File: src/hw/rtl/aes_pkg.sv
package aes_pkg;

    localparam int ROUND_COUNT = 14;
    localparam int KEY_ROWS    = ROUND_COUNT + 1;
    localparam int ROW_AW      = $clog2(KEY_ROWS);
    localparam int EXP_WORDS   = 4 * KEY_ROWS;
    localparam int EXP_AW      = $clog2(EXP_WORDS);

    localparam logic [ROW_AW-1:0] LAST_ROUND = ROW_AW'(ROUND_COUNT);
    localparam logic [EXP_AW-1:0] EXP_LAST   = EXP_AW'(EXP_WORDS - 1);

    localparam logic [1:0] CFG_KEY_WORD0 = 2'd0;
    localparam logic [1:0] CFG_KEY_WORD1 = 2'd1;
    localparam logic [1:0] CFG_KEY_WORD2 = 2'd2;
    localparam logic [1:0] CFG_KEY_WORD3 = 2'd3;

    typedef struct packed {
        logic        req_type;
        logic [63:0] block_high;
        logic [63:0] block_low;
    } t_in_item;

    typedef struct packed {
        logic [63:0] result_high;
        logic [63:0] result_low;
    } t_out_item;

    typedef struct packed {
        logic              cfg_we;
        logic              load;
        logic              exp_en;
        logic [EXP_AW-1:0] exp_idx;
        logic              rd_en;
        logic [ROW_AW-1:0] key_addr;
        logic              step_en;
        logic              step_first;
        logic              step_last;
        logic              dec;
        logic              out_load;
    } t_dp_cmd;

    typedef logic [7:0] t_byte_tab [256];

    localparam t_byte_tab SBOX = '{
        8'h63,8'h7c,8'h77,8'h7b,8'hf2,8'h6b,8'h6f,8'hc5,8'h30,8'h01,8'h67,8'h2b,8'hfe,8'hd7,8'hab,8'h76,
        8'hca,8'h82,8'hc9,8'h7d,8'hfa,8'h59,8'h47,8'hf0,8'had,8'hd4,8'ha2,8'haf,8'h9c,8'ha4,8'h72,8'hc0,
        8'hb7,8'hfd,8'h93,8'h26,8'h36,8'h3f,8'hf7,8'hcc,8'h34,8'ha5,8'he5,8'hf1,8'h71,8'hd8,8'h31,8'h15,
        8'h04,8'hc7,8'h23,8'hc3,8'h18,8'h96,8'h05,8'h9a,8'h07,8'h12,8'h80,8'he2,8'heb,8'h27,8'hb2,8'h75,
        8'h09,8'h83,8'h2c,8'h1a,8'h1b,8'h6e,8'h5a,8'ha0,8'h52,8'h3b,8'hd6,8'hb3,8'h29,8'he3,8'h2f,8'h84,
        8'h53,8'hd1,8'h00,8'hed,8'h20,8'hfc,8'hb1,8'h5b,8'h6a,8'hcb,8'hbe,8'h39,8'h4a,8'h4c,8'h58,8'hcf,
        8'hd0,8'hef,8'haa,8'hfb,8'h43,8'h4d,8'h33,8'h85,8'h45,8'hf9,8'h02,8'h7f,8'h50,8'h3c,8'h9f,8'ha8,
        8'h51,8'ha3,8'h40,8'h8f,8'h92,8'h9d,8'h38,8'hf5,8'hbc,8'hb6,8'hda,8'h21,8'h10,8'hff,8'hf3,8'hd2,
        8'hcd,8'h0c,8'h13,8'hec,8'h5f,8'h97,8'h44,8'h17,8'hc4,8'ha7,8'h7e,8'h3d,8'h64,8'h5d,8'h19,8'h73,
        8'h60,8'h81,8'h4f,8'hdc,8'h22,8'h2a,8'h90,8'h88,8'h46,8'hee,8'hb8,8'h14,8'hde,8'h5e,8'h0b,8'hdb,
        8'he0,8'h32,8'h3a,8'h0a,8'h49,8'h06,8'h24,8'h5c,8'hc2,8'hd3,8'hac,8'h62,8'h91,8'h95,8'he4,8'h79,
        8'he7,8'hc8,8'h37,8'h6d,8'h8d,8'hd5,8'h4e,8'ha9,8'h6c,8'h56,8'hf4,8'hea,8'h65,8'h7a,8'hae,8'h08,
        8'hba,8'h78,8'h25,8'h2e,8'h1c,8'ha6,8'hb4,8'hc6,8'he8,8'hdd,8'h74,8'h1f,8'h4b,8'hbd,8'h8b,8'h8a,
        8'h70,8'h3e,8'hb5,8'h66,8'h48,8'h03,8'hf6,8'h0e,8'h61,8'h35,8'h57,8'hb9,8'h86,8'hc1,8'h1d,8'h9e,
        8'he1,8'hf8,8'h98,8'h11,8'h69,8'hd9,8'h8e,8'h94,8'h9b,8'h1e,8'h87,8'he9,8'hce,8'h55,8'h28,8'hdf,
        8'h8c,8'ha1,8'h89,8'h0d,8'hbf,8'he6,8'h42,8'h68,8'h41,8'h99,8'h2d,8'h0f,8'hb0,8'h54,8'hbb,8'h16
    };

    // Invert the forward table at elaboration.
    function automatic t_byte_tab make_inv_sbox();
        t_byte_tab t;
        for (int i = 0; i < 256; i++) begin
            t[SBOX[i]] = 8'(i);
        end
        return t;
    endfunction

    localparam t_byte_tab INV_SBOX = make_inv_sbox();

    localparam logic [7:0] RCON [8] = '{8'h00, 8'h01, 8'h02, 8'h04, 8'h08, 8'h10, 8'h20, 8'h40};

    function automatic logic [7:0] xtime(input logic [7:0] a);
        return {a[6:0], 1'b0} ^ (a[7] ? 8'h1b : 8'h00);
    endfunction

    function automatic logic [7:0] gmul(input logic [7:0] a, input logic [7:0] b);
        logic [7:0] p;
        logic [7:0] x;
        p = 8'h00;
        x = a;
        for (int i = 0; i < 8; i++) begin
            if (b[i]) p = p ^ x;
            x = xtime(x);
        end
        return p;
    endfunction

    function automatic logic [31:0] sub_word(input logic [31:0] w);
        return {SBOX[w[31:24]], SBOX[w[23:16]], SBOX[w[15:8]], SBOX[w[7:0]]};
    endfunction

    // Byte n of a block sits at bits [127-8n -: 8].
    function automatic logic [127:0] sub_bytes(input logic [127:0] x, input logic inv);
        logic [127:0] y;
        for (int i = 0; i < 16; i++) begin
            y[127-8*i -: 8] = inv ? INV_SBOX[x[127-8*i -: 8]] : SBOX[x[127-8*i -: 8]];
        end
        return y;
    endfunction

    function automatic logic [127:0] shift_rows(input logic [127:0] x, input logic inv);
        logic [127:0] y;
        int           fs;
        int           is;
        for (int c = 0; c < 4; c++) begin
            for (int r = 0; r < 4; r++) begin
                fs = (c + r) % 4;
                is = (c - r + 4) % 4;
                y[127-8*(4*c+r) -: 8] = inv ? x[127-8*(4*is+r) -: 8] : x[127-8*(4*fs+r) -: 8];
            end
        end
        return y;
    endfunction

    function automatic logic [127:0] mix_core(input logic [127:0] x,
                                              input logic [3:0][7:0] m);
        logic [127:0] y;
        logic [7:0]   v;
        for (int c = 0; c < 4; c++) begin
            for (int r = 0; r < 4; r++) begin
                v = 8'h00;
                for (int k = 0; k < 4; k++) begin
                    v = v ^ gmul(x[127-8*(4*c+k) -: 8], m[(k - r + 4) % 4]);
                end
                y[127-8*(4*c+r) -: 8] = v;
            end
        end
        return y;
    endfunction

    function automatic logic [127:0] mix_columns(input logic [127:0] x, input logic inv);
        logic [127:0] f;
        logic [127:0] b;
        f = mix_core(x, {8'd1, 8'd1, 8'd3, 8'd2});
        b = mix_core(x, {8'd9, 8'd13, 8'd11, 8'd14});
        return inv ? b : f;
    endfunction

endpackage

File: src/hw/rtl/aes_ctrl.sv
module aes_ctrl import aes_pkg::*; (
    input  logic    i_clk,
    input  logic    i_rst_n,
    input  logic    i_in_valid,
    input  logic    i_in_dec,
    output logic    o_in_ready,
    output logic    o_out_valid,
    input  logic    i_out_ready,
    input  logic    i_cfg_valid,
    output logic    o_cfg_ready,
    output t_dp_cmd o_cmd
);

    localparam logic [2:0] S_IDLE   = 3'd0;
    localparam logic [2:0] S_EXPAND = 3'd1;
    localparam logic [2:0] S_FETCH  = 3'd2;
    localparam logic [2:0] S_ROUND  = 3'd3;
    localparam logic [2:0] S_DONE   = 3'd4;

    logic [2:0]        r_state, n_state;
    logic [ROW_AW-1:0] r_step, n_step;
    logic [EXP_AW-1:0] r_exp, n_exp;
    logic              r_dec, n_dec;
    logic              r_out_valid, n_out_valid;

    logic              in_acc;
    logic              cfg_acc;
    logic              out_load;
    logic [ROW_AW-1:0] key_step;

    assign o_cfg_ready = (r_state == S_IDLE);
    assign o_in_ready  = (r_state == S_IDLE) && !i_cfg_valid;
    assign in_acc      = i_in_valid && o_in_ready;
    assign cfg_acc     = i_cfg_valid && o_cfg_ready;
    assign out_load    = (r_state == S_DONE) && (!r_out_valid || i_out_ready);

    always_comb begin
        n_state = r_state;
        n_step  = r_step;
        n_exp   = r_exp;
        n_dec   = r_dec;
        unique case (r_state)
            S_IDLE: begin
                if (cfg_acc) begin
                    n_state = S_EXPAND;
                    n_exp   = '0;
                end else if (in_acc) begin
                    n_state = S_FETCH;
                    n_dec   = i_in_dec;
                end
            end
            S_EXPAND: begin
                n_exp = r_exp + 1'b1;
                if (r_exp == EXP_LAST) begin
                    n_state = S_IDLE;
                end
            end
            S_FETCH: begin
                n_state = S_ROUND;
                n_step  = '0;
            end
            S_ROUND: begin
                n_step = r_step + 1'b1;
                if (r_step == LAST_ROUND) begin
                    n_state = S_DONE;
                end
            end
            S_DONE: begin
                if (out_load) begin
                    n_state = S_IDLE;
                end
            end
            default: n_state = S_IDLE;
        endcase
    end

    always_comb begin
        n_out_valid = r_out_valid;
        if (out_load) begin
            n_out_valid = 1'b1;
        end else if (i_out_ready) begin
            n_out_valid = 1'b0;
        end
    end

    always_ff @(posedge i_clk) begin
        if (!i_rst_n) begin
            r_state     <= S_IDLE;
            r_step      <= '0;
            r_exp       <= '0;
            r_dec       <= 1'b0;
            r_out_valid <= 1'b0;
        end else begin
            r_state     <= n_state;
            r_step      <= n_step;
            r_exp       <= n_exp;
            r_dec       <= n_dec;
            r_out_valid <= n_out_valid;
        end
    end

    // Fetch the round key in the cycle before the round that uses it.
    assign key_step = (r_state == S_FETCH) ? '0 : r_step + 1'b1;

    always_comb begin
        o_cmd            = '0;
        o_cmd.cfg_we     = cfg_acc;
        o_cmd.load       = in_acc;
        o_cmd.exp_en     = (r_state == S_EXPAND);
        o_cmd.exp_idx    = r_exp;
        o_cmd.rd_en      = (r_state == S_FETCH) ||
                           ((r_state == S_ROUND) && (r_step != LAST_ROUND));
        o_cmd.key_addr   = r_dec ? LAST_ROUND - key_step : key_step;
        o_cmd.step_en    = (r_state == S_ROUND);
        o_cmd.step_first = (r_step == '0);
        o_cmd.step_last  = (r_step == LAST_ROUND);
        o_cmd.dec        = r_dec;
        o_cmd.out_load   = out_load;
    end

    assign o_out_valid = r_out_valid;

endmodule

File: config.mk
export PLATFORM = sky130hd
export DESIGN_NAME = aes_ctrl
export DESIGN_NICKNAME = d
export VERILOG_FILES = /design/src/hw/rtl/aes_pkg.sv /design/src/hw/rtl/aes_ctrl.sv
export SDC_FILE = /design/constraint.sdc
export NUM_CORES = 1
export LEC_CHECK = 0
export BUFFER_PORTS_ARGS = -buffer_cell sky130_fd_sc_hd__buf_4
export CAP_MARGIN = 20
export CORE_MARGIN = 2
export CORE_UTILIZATION = 25
export CTS_CLUSTER_SIZE = 40
export DETAILED_ROUTE_END_ITERATION = 8
export GPL_TIMING_DRIVEN = 0
export SYNTH_ARGS = -nofsm -noshare
export SYNTH_HDL_FRONTEND = slang
export SYNTH_SLANG_ARGS = --single-unit
File: constraint.sdc
create_clock -name i_clk -period 2.12 [get_ports i_clk]
set_input_delay 0.318 -clock i_clk [delete_from_list [all_inputs] [get_ports i_clk]]
set_output_delay 0.318 -clock i_clk [all_outputs]
set_load 0.02 [all_outputs]
==> results.toml <==
[worst_hold_path]
min_path_type = "input pin to flip-flop"
hold_path_end = "r_step[0]"
holdPathStages = 2
hp-start = "i_rst_n"

[placed_design]
portBuffers = 27
post-dp-hpwl_mm = 1.787
gp_congestion = 0.7762
post-place-ws_ns = 0.1722

[worst_setup_path]
end_kind = "output port"
startpoint = "r_step[0]"
crit_required_ns = 1.80
reg2reg_slack_ns = 0.62
crit_arrival_ns = 1.71
rr_startpoint = "r_state[0]"
start_kind = "flip-flop"
worstPathMaxFanout = 6
r2r_cells = 4
critPathKind = "flip-flop to output port"
r2r-end = "r_exp[5]"

[timing]
holdWs_ns = 0.2934
period_needed_ns = 2.024
max-slew-margin-rel_pct = 66.56
drv_slew = 0
setup_viol = 0
final.setup.worst_slack_ns = 0.09631
tightest_slew_ns = 0.5016
min_period_over_period_pct = 95.46
finalClockSkew_ns = 0.005095
hold_violations = 0
max_freq_ghz = 0.4941

[power_and_ir_drop]
p_leak_uw = 0.0005603
ir_drop_mv = 0.4449
power_uw = 776.2
powerDensity_nw_per_um2 = 601.7

[grt]
grt_util_all_layers_pct = 11.29
grt_max_degree = 11
overflow = 0
grt_use_met3_pct = 2.951
grt_use_met1_pct = 14.69
grt_use_met2_pct = 18.43
grt_pass1_vias = 830
grt_pass1_wl_mm = 3.739
top_usage_layer = "met2"
antenna_found_initial = 0

[drt]
drt-initial-drc-count = 33
postRouteAntennaNets = 0
drc_errors = 0
wl_per_cell_um = 11.81
vias = 902
viasPerCell = 4.649
drtPass1Iterations = 4
drt-total-wl_mm = 2.291

[status]
status = "finished, final reports clean"

[layout]
mostFrequentLayoutCell = "buf_4"
diodes = 0
drive_above_1_share_pct = 34.93
area_growth_pct = 38.39
final_cell_mix = "buf_4, nor2_1, dfxtp_1, nand2_1, a21oi_1"
final_nets = 158
fillers = 404

[cts]
clkTransAtPathRegs_ns = 0.07
cts.htree.levels = 1
cts_setup_buffers = 0
root_buffer = "clkbuf_8"
hold_buffers = 0
insertion_delay_ns = 0.25
tritoncts = "yes"
cts_buffers = 3
clockBufferDepth = 2
cts.sinks = 15

[synth]
syn_nets = 127
ys_warn_count = 0
ys_ff_latch = 15
syn_area_um2 = 932.1
post_synth.cell_area_avg_um2 = 8.036
seq_area_frac_synth_pct = 32.21
ys_types = 34
netlist_instances = 116

[run]
cap_viol_max_count = 0

[die]
row_count = 22
die-area_um2 = 4233
io_pins = 28
die_x_um = 65.06
dieHeight_um = 65.06
initial_core_util_pct = 25.65
core_um2 = 3633
worst max-delay path: stages, from the launching register on:
cell and delay [ns]:
dfxtp_4 0.38, ha_2 0.23, xor2_2 0.16, nand3_1 0.11
and3_1 0.19, a211o_1 0.23, buf_4 0.16
per-layer routing:
layer / up-vias / part of all wire [%]
met1: 420 / 46
met4: 0 / 1.0
met5: - / 0
li1: 456 / -
met3: 4 / 5.5
met2: 22 / 47
cell type report:
cell class	count	area, µm²	share of cell area (%)
Tap cell	48	60.06	4.656
Inverter	6	22.52	1.746
Clock inverter	1	5.005	0.3880
Timing Repair Buffer	27	202.7	15.71
Multi-Input combinational cell	87	605.6	46.94
Clock buffer	3	41.29	3.201
Buffer	7	45.04	3.492
Sequential cell	15	307.8	23.86
cell families (layout without fill, tap and decap cells):
| logic type | Yosys count | after routing | synth area share, % |
|---|---|---|---|
| DFF | 15 | 15 | 32.21 |
| muxes | 4 | 4 | 4.430 |
| xor gates and xnor gates | 3 | 3 | 2.819 |
| buffers and inverters | 14 | 44 | 7.517 |
| AOI/OAI and AO/OA | 22 | 22 | 15.57 |
| and+or+nand+nor | 53 | 53 | 30.74 |
| adders and majority gates | 5 | 5 | 6.711 |
where the power goes:
part           internal [µW]  switching (µW)
Combinational            103             125
Clock                    130             106
Sequential               293            19.2
Total                    526             250
flip-flops by register name, summed over array words and instances, names as in the netlist:
register     count
r_step           4
r_exp            6
r_state          3
r_dec            1
o_out_valid      1
synth_stat cells:
library cell / n / share of area [%]
a211o_1: 1 / 0.94
a211oi_1: 1 / 0.81
a21oi_1: 7 / 3.8
a22oi_1: 2 / 1.6
a2bb2oi_1: 2 / 1.9
a311oi_1: 2 / 1.9
and2_1: 3 / 2.0
and3_1: 4 / 2.7
buf_2: 2 / 1.1
buf_4: 4 / 3.2
clkbuf_1: 2 / 0.81
dfxtp_1: 15 / 32
ha_1: 5 / 6.7
inv_1: 6 / 2.4
mux2_1: 1 / 1.2
mux2i_1: 3 / 3.2
nand2_1: 10 / 4.0
nand2b_1: 6 / 4.0
nand3_1: 4 / 2.1
nand4_1: 1 / 0.67
nor2_1: 13 / 5.2
nor2b_1: 4 / 2.7
nor3_1: 2 / 1.1
nor3b_1: 1 / 0.81
nor3b_4: 1 / 2.0
nor4_1: 1 / 0.67
nor4b_1: 2 / 1.9
o21a_1: 1 / 0.81
o21ai_0: 4 / 2.1
o22a_1: 1 / 0.94
o31ai_1: 1 / 0.81
or2b_1: 1 / 0.81
xnor2_1: 1 / 0.94
xor2_1: 2 / 1.9
through the flow:
step	cells	area [µm²]	util, %	TNS (ns)
after floorplan	116	935.9	-	0
after global placement	191	1199	32.99	0
after detailed placement	191	1199	32.99	0
after CTS	195	1266	34.85	0
after global routing	194	1290	35.50	-0.01085
final	194	1290	35.50	0
how the worst max path moves through the flow:
stage,slack (ns),cells past startpoint,end
after floorplan,0.04,7,o_cmd[7]
after global placement,0.20,8,o_cmd[7]
after detailed placement,0.17,8,o_cmd[7]
after CTS,0.01,8,o_cmd[7]
after global routing,-0.01,6,o_cmd[8]
final,0.1,6,o_cmd[8]
what timing repair did:
action	in CTS	in global routing
hold endpoints to repair	0	0
endpoints found under the setup margin	3	3
resized for setup	6	11
(Power assumes the default switching activity.)
